$ cat src/rtl/fseq_pkg.sv
// Shared types and constants for the flash erase and program sequencer.
// Holds the request and response payload structs, register index codes and constants.
// No dependencies.
package fseq_pkg;

   // Register indexes of the configuration port.
   localparam logic [7:0] CSR_FLASH_BASE       = 8'd0;
   localparam logic [7:0] CSR_BANK0_END        = 8'd1;
   localparam logic [7:0] CSR_DUAL_BANK        = 8'd2;
   localparam logic [7:0] CSR_SECURITY_PROTECT = 8'd3;

   // Values after reset of the flash base and bank-zero end registers.
   localparam logic [31:0] FLASH_BASE_RESET = 32'h0800_0000;
   localparam logic [31:0] BANK0_END_RESET  = 32'h0808_0000;

   // Bytes programmed by one word write.
   localparam int WORD_BYTES = 4;

   // Action codes of a poll.
   localparam logic ACTION_ERASE = 1'b0;
   localparam logic ACTION_WRITE = 1'b1;

   typedef struct packed {
      logic        action;
      logic [23:0] offset;
      logic [23:0] byte_count;
      logic [31:0] data_word;
      logic        bank_busy;
   } req_type;

   typedef struct packed {
      logic        done_res;
      logic        use_bank1;
      logic        unlock;
      logic        relock;
      logic        erase_start;
      logic        erase_clear;
      logic        program_word;
      logic        program_clear;
      logic [31:0] flash_address;
      logic [31:0] write_data;
      logic        mirror_address;
   } rsp_type;

endpackage

$ cat src/rtl/flash_erase_program_sequencer.sv
// Flash erase and program sequencer, advanced one poll at a time.
// Depends on fseq_pkg for the payload structs, register indexes and constants.
//
// Usage: every transfer on the req_ channel is one poll of an erase or a write
// operation. A poll in idle latches the address, bank and byte count and asks
// for an unlock. Later polls wait out the busy bank, clear the enable bits,
// start page erases or program one 32-bit word each, and finally relock the
// bank and report done_res. Polling the other operation in mid-sequence drops
// the sequencer back to idle without a relock.
// Every poll produces exactly one transfer on the rsp_ channel. The result sits
// in an output register and is offered in the cycle after the poll is accepted.
// Throughput is one poll per cycle: the sequencer state is updated at the
// accepting edge by a single level of compare and add logic, and req_ready
// stays high as long as the output register is empty or is being drained in
// the same cycle. When the receiver stalls, the result is held and req_ready
// drops until it is taken. Configuration writes on the csr_ channel are always
// accepted outside reset; indexes beyond the register list are ignored. Reset
// puts the sequencer in idle with an empty output register and loads the
// configuration registers with their default values. While reset is high
// neither the req_ nor the csr_ channel accepts a transfer.
module flash_erase_program_sequencer #(
   parameter int BANK0_PAGE_BYTES = 2048,
   parameter int BANK1_PAGE_BYTES = 4096,
   parameter int LENGTH_BITS      = 24
) (
   input  logic             clock,
   input  logic             reset,
   input  logic             req_valid,
   output logic             req_ready,
   input  fseq_pkg::req_type req_data,
   output logic             rsp_valid,
   input  logic             rsp_ready,
   output fseq_pkg::rsp_type rsp_data,
   input  logic             csr_valid,
   output logic             csr_ready,
   input  logic [7:0]       csr_index,
   input  logic [31:0]      csr_data
);

   // Sequencer phase codes; codes above the last one behave as idle.
   localparam logic [2:0] PH_IDLE       = 3'd0;
   localparam logic [2:0] PH_ERASE_BUSY = 3'd1;
   localparam logic [2:0] PH_ERASE_PROG = 3'd2;
   localparam logic [2:0] PH_WRITE_BUSY = 3'd3;
   localparam logic [2:0] PH_WRITE_PROG = 3'd4;

   // The page size compare runs wide enough for both the count and the page.
   localparam int PAGE_MAX = (BANK0_PAGE_BYTES > BANK1_PAGE_BYTES) ?
                             BANK0_PAGE_BYTES : BANK1_PAGE_BYTES;
   localparam int PAGE_W   = $clog2(PAGE_MAX + 1);
   localparam int CMP_W    = ((LENGTH_BITS > PAGE_W) ? LENGTH_BITS : PAGE_W) + 1;

   // Configuration registers.
   logic [31:0] flash_base_ff, flash_base_in;
   logic [31:0] bank0_end_ff, bank0_end_in;
   logic        dual_bank_ff, dual_bank_in;
   logic        security_protect_ff, security_protect_in;

   // Sequencer state.
   logic [2:0]             phase_ff, phase_in;
   logic                   bank_one_ff, bank_one_in;
   logic [31:0]            cursor_ff, cursor_in;
   logic [LENGTH_BITS-1:0] remaining_ff, remaining_in;

   // Output register.
   logic              rsp_valid_ff, rsp_valid_in;
   fseq_pkg::rsp_type rsp_data_ff, rsp_data_in;

   logic req_fire;
   logic csr_fire;

   // Helpers for the datapath.
   logic [31:0]            idle_addr;
   logic [31:0]            count_ext;
   logic [CMP_W-1:0]       page_ext;
   logic [CMP_W-1:0]       rem_ext;
   logic [CMP_W-1:0]       rem_diff;
   logic [31:0]            page_addr_step;

   assign csr_ready = !reset;
   assign csr_fire  = csr_valid && csr_ready;

   // A new poll enters whenever the output register is free or drains now.
   assign req_ready = !reset && (!rsp_valid_ff || rsp_ready);
   assign req_fire  = req_valid && req_ready;

   assign rsp_valid = rsp_valid_ff;
   assign rsp_data  = rsp_data_ff;

   // Configuration writes.
   always_comb begin
      flash_base_in       = flash_base_ff;
      bank0_end_in        = bank0_end_ff;
      dual_bank_in        = dual_bank_ff;
      security_protect_in = security_protect_ff;
      if (csr_fire) begin
         case (csr_index)
            fseq_pkg::CSR_FLASH_BASE:       flash_base_in       = csr_data;
            fseq_pkg::CSR_BANK0_END:        bank0_end_in        = csr_data;
            fseq_pkg::CSR_DUAL_BANK:        dual_bank_in        = csr_data[0];
            fseq_pkg::CSR_SECURITY_PROTECT: security_protect_in = csr_data[0];
            default: ;
         endcase
      end
   end

   // Address and length arithmetic, all evaluated in parallel.
   assign idle_addr = flash_base_ff + {8'd0, req_data.offset};
   assign count_ext = {8'd0, req_data.byte_count};
   assign page_ext  = bank_one_ff ? CMP_W'(BANK1_PAGE_BYTES) : CMP_W'(BANK0_PAGE_BYTES);
   assign rem_ext   = CMP_W'(remaining_ff);
   assign rem_diff  = rem_ext - page_ext;
   assign page_addr_step = 32'(page_ext);

   // One poll: next state and the result, from the current state and payload.
   always_comb begin
      phase_in     = phase_ff;
      bank_one_in  = bank_one_ff;
      cursor_in    = cursor_ff;
      remaining_in = remaining_ff;
      rsp_data_in  = '0;

      case (phase_ff)
         PH_ERASE_BUSY, PH_ERASE_PROG, PH_WRITE_BUSY, PH_WRITE_PROG: begin
            if (req_data.action == fseq_pkg::ACTION_ERASE) begin
               if (phase_ff == PH_ERASE_BUSY) begin
                  if (!req_data.bank_busy) begin
                     rsp_data_in.erase_clear = 1'b1;
                     if (remaining_ff == '0) begin
                        rsp_data_in.relock   = 1'b1;
                        rsp_data_in.done_res = 1'b1;
                        phase_in             = PH_IDLE;
                     end else begin
                        phase_in = PH_ERASE_PROG;
                     end
                  end
               end else if (phase_ff == PH_ERASE_PROG) begin
                  if (remaining_ff != '0) begin
                     rsp_data_in.erase_start    = 1'b1;
                     rsp_data_in.flash_address  = cursor_ff;
                     rsp_data_in.mirror_address = bank_one_ff && security_protect_ff;
                     // The remaining length stops at zero instead of wrapping.
                     remaining_in = (rem_ext > page_ext) ?
                                    rem_diff[LENGTH_BITS-1:0] : '0;
                     cursor_in    = cursor_ff + page_addr_step;
                  end
                  phase_in = PH_ERASE_BUSY;
               end else begin
                  // An erase poll in the middle of a write aborts it.
                  rsp_data_in.program_clear = (phase_ff == PH_WRITE_BUSY);
                  phase_in                  = PH_IDLE;
               end
            end else begin
               if (phase_ff == PH_WRITE_BUSY) begin
                  if (!req_data.bank_busy) begin
                     rsp_data_in.program_clear = 1'b1;
                     if (remaining_ff == '0) begin
                        rsp_data_in.relock   = 1'b1;
                        rsp_data_in.done_res = 1'b1;
                        phase_in             = PH_IDLE;
                     end else begin
                        phase_in = PH_WRITE_PROG;
                     end
                  end
               end else if (phase_ff == PH_WRITE_PROG) begin
                  if (remaining_ff != '0) begin
                     rsp_data_in.program_word  = 1'b1;
                     rsp_data_in.flash_address = cursor_ff;
                     rsp_data_in.write_data    = req_data.data_word;
                     // A final partial word finishes the count.
                     if (remaining_ff >= LENGTH_BITS'(fseq_pkg::WORD_BYTES)) begin
                        cursor_in    = cursor_ff + 32'(fseq_pkg::WORD_BYTES);
                        remaining_in = remaining_ff - LENGTH_BITS'(fseq_pkg::WORD_BYTES);
                     end else begin
                        remaining_in = '0;
                     end
                  end
                  phase_in = PH_WRITE_BUSY;
               end else begin
                  // A write poll in the middle of an erase aborts it.
                  rsp_data_in.erase_clear = (phase_ff == PH_ERASE_BUSY);
                  phase_in                = PH_IDLE;
               end
            end
         end
         default: begin
            // Idle: pick the bank, latch address and count, unlock.
            bank_one_in        = dual_bank_ff && (idle_addr >= bank0_end_ff);
            cursor_in          = idle_addr;
            remaining_in       = count_ext[LENGTH_BITS-1:0];
            rsp_data_in.unlock = 1'b1;
            phase_in = (req_data.action == fseq_pkg::ACTION_WRITE) ?
                       PH_WRITE_BUSY : PH_ERASE_BUSY;
         end
      endcase

      rsp_data_in.use_bank1 = bank_one_in;
   end

   assign rsp_valid_in = req_fire ? 1'b1 : (rsp_ready ? 1'b0 : rsp_valid_ff);

   always_ff @(posedge clock) begin
      if (reset) begin
         flash_base_ff       <= fseq_pkg::FLASH_BASE_RESET;
         bank0_end_ff        <= fseq_pkg::BANK0_END_RESET;
         dual_bank_ff        <= 1'b1;
         security_protect_ff <= 1'b0;
         phase_ff            <= PH_IDLE;
         bank_one_ff         <= 1'b0;
         cursor_ff           <= '0;
         remaining_ff        <= '0;
         rsp_valid_ff        <= 1'b0;
      end else begin
         flash_base_ff       <= flash_base_in;
         bank0_end_ff        <= bank0_end_in;
         dual_bank_ff        <= dual_bank_in;
         security_protect_ff <= security_protect_in;
         rsp_valid_ff        <= rsp_valid_in;
         if (req_fire) begin
            phase_ff     <= phase_in;
            bank_one_ff  <= bank_one_in;
            cursor_ff    <= cursor_in;
            remaining_ff <= remaining_in;
         end
      end
   end

   always_ff @(posedge clock) begin
      if (req_fire) begin
         rsp_data_ff <= rsp_data_in;
      end
   end

   // A poll taken in idle always answers with an unlock.
   assert property (@(posedge clock) disable iff (reset)
      req_fire && (phase_ff == PH_IDLE) |=> rsp_valid && rsp_data.unlock)
      else $error("idle poll did not unlock");

   // At most one flash command besides the relock goes out per result.
   assert property (@(posedge clock) disable iff (reset)
      rsp_valid |-> $onehot0({rsp_data.unlock, rsp_data.erase_start, rsp_data.erase_clear,
                              rsp_data.program_word, rsp_data.program_clear}))
      else $error("more than one flash command in one result");

   // Completion always comes with a relock, and leaves the sequencer idle.
   assert property (@(posedge clock) disable iff (reset)
      req_fire && rsp_data_in.done_res |=> rsp_data.relock && (phase_ff == PH_IDLE))
      else $error("done without relock or idle");

   // The address and data buses are quiet unless a command uses them.
   assert property (@(posedge clock) disable iff (reset)
      rsp_valid && !rsp_data.erase_start && !rsp_data.program_word |->
         (rsp_data.flash_address == '0) && (rsp_data.write_data == '0))
      else $error("address or data driven without a command");

endmodule

$ cat config.mk
export PLATFORM = sky130hd
export DESIGN_NAME = flash_erase_program_sequencer
export DESIGN_NICKNAME = d
export VERILOG_FILES = /design/src/rtl/fseq_pkg.sv /design/src/rtl/flash_erase_program_sequencer.sv
export SDC_FILE = /design/constraint.sdc
export NUM_CORES = 1
export LEC_CHECK = 0
export BUFFER_PORTS_ARGS = -buffer_cell sky130_fd_sc_hd__buf_4
export CAP_MARGIN = 20
export CELL_PAD_IN_SITES_DETAIL_PLACEMENT = 1
export CELL_PAD_IN_SITES_GLOBAL_PLACEMENT = 2
export CORE_UTILIZATION = 34
export CTS_CLUSTER_SIZE = 8
export DETAILED_ROUTE_END_ITERATION = 7
export GPL_ROUTABILITY_DRIVEN = 0
export PLACE_DENSITY = 0.83
export REMOVE_ABC_BUFFERS = 1
export SYNTH_ARGS = -nofsm -noshare
export SYNTH_HDL_FRONTEND = slang
export SYNTH_SLANG_ARGS = --single-unit
export TNS_END_PERCENT = 100
$ cat constraint.sdc
create_clock -name clock -period 5.57 [get_ports clock]
set_input_delay 0.8355 -clock clock [delete_from_list [all_inputs] [get_ports clock]]
set_output_delay 0.8355 -clock clock [all_outputs]
set_load 0.01 [all_outputs]
==> results.cfg, run 1 <==
[route]
vias = 9985
viasPerCell = 5.17
dr.pass1.iters = 7
routed_wl_um = 34000
routedWlPerCell_um = 17.6
route.detailed.drc = 1
antenna_left = 0
drt_iter0_markers = 567

[synthesis]
ys_warn_count = 0
synth_top_area_share_pct = 22.7
synth_cell_types = 80
syn_avg_cell_area_um2 = 8.54
synth-seq-area-share_pct = 42.0
syn_area_mm2 = 0.0112
yosys.area.top_type = dfxtp_1
postSynthCellCount = 1312
async_flop_share_pct = 0
synth.most_common_cell = nand2_1
synth_top_flop_cell = dfxtp_1
synthTopCellsByArea = dfxtp_1, edfxtp_1, nand2_1
synth_edf_count = 72
ys_seq_elements = 199
ys_top_cells_by_count = nand2_1, a21oi_1, dfxtp_1, nor2_1, edfxtp_1

[floorplan]
start_util_pct = 34.5
rows = 66
dieWidth_um = 184
die_height_um = 184
boundaryPins = 203
coreArea_mm2 = 0.0325
die-area_mm2 = 0.0337

[worst_setup_path]
crit_required_ps = 5920
rr_startpoint = flash_base_ff[0]
critical_path.max_fanout = 3
cp-endpoint = bank_one_ff
critPathLaunchType = primary input
r2r_end = bank_one_ff
startpoint = req_data[57]
ff2ff_path_depth = 18
end_kind = flop
arrival_ps = 4960
path_cells = buf_4, ha_1, fa_1, a21oi_1, o211ai_2, a221oi_2, o211ai_1, a31oi_2, o21ai_0, xor2_1, ha_1, nor2b_1, o21ai_0, nand2b_1, a21oi_1, o221ai_1, nor4_1, nor2_1, a32o_1
max_stage_delay_ps = 400
rrSetupSlack_ps = 1110
crit_type = primary input to flop
slowest_stage = fa_1

[clock_tree]
hold_buffers = 0
cts_resized = 0
clk_pin_slew_ps = 80
clockRootBuffer = clkbuf_16
cts_buffers = 17
clk-insertion-delay-late_ps = 470
htreeDepth = 4
clockBufferDepth = 2
cts_tree = done
cts_sinks = 199
postCtsSetupBuffers = 0

[timing]
tns_ps = 0
fin_crit_sh_pct = 82.7
setup_violations = 0
fmaxAchievable_ghz = 0.217
slew_violations = 0
rsz0062_at_grt = no
worst_hold_slack_ps = 454
hold_viol_final = 0
slew-limit-headroom_pct = 28.0
fin_skew_ps = 18.9
worst_pin_slew_ps = 1070
min_period_ps = 4610

[power_and_ir_drop]
p_leak_nw = 5.38
powerDensity_mw_per_mm2 = 248
ir_drop_v = 0.000230
power.total_w = 0.00339

[global_route]
grt_pass1_vias = 10100
gr-usage-all-layers_pct = 20.6
antenna_found_initial = 0
grt_first_pass_wirelength_um = 54100
grt_max_degree = 70
overflow = 0

[status]
violations = design-rule violations
status = finished, violations left

[cells_and_area]
diodes = 0
fin_cells = 1933
final_nets = 1671
area_growth_pct = 21.7
drive_above_1_share_pct = 19.0

[placement]
io_buffers = 202
dp_hpwl_um = 25400
placed_cells = 1901

[job]
cap_viol_max_count = 0

[min_path]
hold_class = flop to flop
worst min path at each step:
| stage | depth (start not counted) | slack, ps | start | to |
|---|---|---|---|---|
| after CTS | 2 | 460 | cursor_ff[1] | cursor_ff[1] |
| after detailed placement | 2 | 450 | cursor_ff[1] | cursor_ff[1] |
| final | 2 | 450 | cursor_ff[1] | cursor_ff[1] |
| after global placement | 2 | 440 | cursor_ff[1] | cursor_ff[1] |
| after floorplan | 2 | 430 | cursor_ff[0] | cursor_ff[0] |
| after global routing | 2 | 480 | bank0_end_ff[12] | bank0_end_ff[12] |
sequential cells by signal, summed over array words and instances, names as in the netlist:
register	cells
rsp_data	72
flash_base_ff	32
bank_one_ff	1
phase_ff	3
remaining_ff	24
cursor_ff	32
dual_bank_ff	1
bank0_end_ff	32
security_protect_ff	1
rsp_valid	1
cell families (layout without fill, tap and decap cells):
logic type,after synthesis,count (layout),share of synthesized area (%)
AND/OR/NAND/NOR,536,536,22.8
buffers and inverters,123,302,4.70
multiplexers,2,2,0.179
flip-flops,199,199,42.0
AO/OA/AOI/OAI,343,343,19.4
adder cells (fa/ha/maj),66,66,7.57
XOR/XNOR,43,43,3.36
cells in the final DEF (no fill, tap or decap), types with 4 or more instances in the layout:
cell / n
inv_6: 4
o21ai_0: 63
nand3_1: 26
nand2b_1: 12
a32o_1: 8
nor2b_1: 9
or2_2: 6
a31oi_1: 5
o211ai_1: 10
a211oi_1: 18
nor3_1: 23
nor2_1: 102
a22oi_1: 18
nand2_1: 222
a21oi_1: 143
xnor2_1: 22
and2_1: 71
o31ai_1: 6
nor3b_1: 4
buf_4: 218
clkinv_4: 4
and3_1: 15
dfxtp_1: 127
clkbuf_16: 17
o41ai_1: 5
a22o_1: 5
ha_1: 63
nor3_2: 5
nor4_1: 9
a21o_1: 12
nand4_1: 9
and4_1: 5
edfxtp_1: 72
xor2_1: 20
or3_1: 6
inv_1: 50
worst max-delay path: cells and delay by family:
kind / cells / cell delay [ps]
AOI/OAI and AO/OA: 10 / 2130
adders and majority gates: 3 / 910
and+or+nand+nor: 4 / 710
buffers and inverters: 1 / 110
xor gates and xnor gates: 1 / 270
report_power, final:
group,internal [W],switching [W],leakage [nW],total [W]
Combinational,0.000236,0.000353,3.38,0.000589
Sequential,0.00155,0.0000450,1.74,0.00159
Clock,0.000584,0.000621,0.264,0.00121
Total,0.00237,0.00102,5.38,0.00339
stage by stage:
step / setup slack, ps / util [%] / cell area, µm²
2_1_floorplan: 1210 / - / 10900
5_1_grt: 783 / 42.0 / 13600
3_5_place_dp: 484 / 40.3 / 13100
3_3_place_gp: 616 / 40.3 / 13100
6_report: 961 / 42.0 / 13600
4_1_cts: 981 / 42.0 / 13600
routing by layer:
metal / wire, µm / track usage, % / up-vias
li1: - / - / 4987
met2: 15900 / 34.0 / 179
met4: 417 / 5.67 / 0
met5: 0 / 0 / -
met3: 1480 / 4.00 / 27
met1: 16200 / 27.3 / 4792
final cells by class:
| cell class | count | area, µm² |
|---|---|---|
| Fill cell | 3853 | 18800 |
| Multi-Input combinational cell | 990 | 5990 |
| Clock inverter | 14 | 121 |
| Tap cell | 442 | 553 |
| Timing Repair Buffer | 218 | 1640 |
| Sequential cell | 199 | 4700 |
| Clock buffer | 18 | 429 |
| Inverter | 52 | 195 |
(Power assumes the default switching activity.)
==> run 2, diff against run 1 <==
==> constraint.sdc (replaced) <==
create_clock -name clock -period 4.6 [get_ports clock]
set_input_delay 0.69 -clock clock [delete_from_list [all_inputs] [get_ports clock]]
set_output_delay 0.69 -clock clock [all_outputs]
set_load 0.01 [all_outputs]
==> results.cfg, run 2 (synthesized netlist as in run 1, its figures left out) <==
[timing]
slew-limit-headroom_pct = 30.6
worst_hold_slack_ps = 453
rsz0062_at_grt = no
fin_crit_sh_pct = 92.4
fin_skew_ps = 13.1
worst_pin_slew_ps = 1030
fmaxAchievable_ghz = 0.235
min_period_ps = 4250
hold_viol_final = 0
slew_violations = 0
setup_violations = 0
fin_ws_ps = 351
tns_ps = 0

[route]
drt_iter0_markers = 492
routedWlPerCell_um = 17.7
antenna_left = 0
vias = 10100
viasPerCell = 5.19
route.detailed.drc = 1
dr.pass1.iters = 7
routed_wl_um = 34600

[global_route]
antenna_found_initial = 0
grt_first_pass_wirelength_um = 55000
grt_max_degree = 70
grt_pass1_vias = 10100
overflow = 0
gr-usage-all-layers_pct = 20.9

[floorplan]
dieWidth_um = 184
start_util_pct = 34.5
boundaryPins = 203
coreArea_mm2 = 0.0325
die_height_um = 184
die-area_mm2 = 0.0337
rows = 66

[status]
violations = design-rule violations
status = finished, violations left

[worst_setup_path]
slowest_stage = nor4_1
end_kind = flop
critical_path.max_fanout = 2
crit_required_ps = 4960
crit_type = primary input to flop
max_stage_delay_ps = 410
critPathLaunchType = primary input
arrival_ps = 4610
path_cells = buf_4, ha_1, fa_1, a21oi_1, o211ai_2, a221oi_2, o211ai_1, a31oi_2, o21ai_0, xor2_1, ha_1, nor2b_1, o21ai_0, nand2b_1, a21oi_1, o221ai_1, nor4_1, nor2_1, a32o_1

[clock_tree]
cts_tree = done
cts_sinks = 199
clk_pin_slew_ps = 80
cts_resized = 0
postCtsSetupBuffers = 0
clockRootBuffer = clkbuf_16
clockBufferDepth = 2
hold_buffers = 0
clk-insertion-delay-late_ps = 460
cts_buffers = 17
htreeDepth = 4

[power_and_ir_drop]
ir_drop_v = 0.000272
p_leak_nw = 5.48
powerDensity_mw_per_mm2 = 303

[cells_and_area]
final_common_cell = buf_4
utilization_pct = 42.5
largest_reg_flops = 72
area_growth_pct = 23.0
drive_above_1_share_pct = 19.9
diodes = 0
layout_common_cells = buf_4, nand2_1, a21oi_1
final_nets = 1688
multi_input_area_mm2 = 0.00599
ff_latch_area_mm2 = 0.00470
fillers = 3855

[placement]
dp_hpwl_um = 25900
io_buffers = 202
dp_slack_ps = -63.2

[job]
cap_viol_max_count = 0

[min_path]
hold_class = primary input to flop
-- run 2: changes by cell type in the layout (fill, tap and decap cells not counted) --
cell       before  now
buf_4         218  235
bufinv_16       0    1
clkinv_2        1    0
clkinv_4        4    3
clkinv_8        1    0
inv_6           4    5
inv_8           1    2
-- run 2: routing by layer --
layer,GRT usage (%),wire length [µm],vias up
met3,3.55,1310,28
met1,28.6,16900,4890
met5,0,0,-
met2,33.7,15900,196
met4,5.50,405,0
li1,-,-,5008
-- run 2: where the power goes --
| part | switching [W] | total (W) | internal [W] | leakage, nW |
|---|---|---|---|---|
| Clock | 0.000757 | 0.00152 | 0.000764 | 0.274 |
| Sequential | 0.0000551 | 0.00193 | 0.00187 | 1.74 |
| Combinational | 0.000434 | 0.000726 | 0.000292 | 3.47 |
| Total | 0.00125 | 0.00418 | 0.00293 | 5.48 |
-- run 2: critical path: cells and delay by family --
kind,cells,cell delay [ps]
buffers and inverters,1,110
adders and majority gates,3,890
and+or+nand+nor,4,710
AOI/OAI and AO/OA,10,1950
xor gates and xnor gates,1,250
-- run 2: worst paths after layout --
kind                            cells past startpoint             start  slack, ps      endpoint
worst max-delay path                               19      req_data[57]        350   bank_one_ff
worst min register to register                      2      cursor_ff[0]        460  cursor_ff[0]
worst min-delay path                                3         req_valid        450     rsp_valid
worst max register to register                     18  flash_base_ff[0]        350   bank_one_ff
-- run 2: cell type report --
type                    instances  share of cell area, %
well taps                     442                   4.01
flip-flops and latches        199                   34.1
clock inverters                14                   1.03
repair buffers                235                   12.8
clock buffers                  18                   3.11
inverters                      52                   1.42
multi-input cells             990                   43.5
-- run 2: per-stage QoR --
step | cells | instance area, µm² | power (W)
finish | 1950 | 13800 | 0.00418
global route | 1950 | 13800 | 0.00437
CTS | 1950 | 13800 | 0.00422
detailed placement | 1918 | 13200 | 0.00269
global placement | 1918 | 13200 | 0.00268
floorplan | 1241 | 10900 | 0.00237
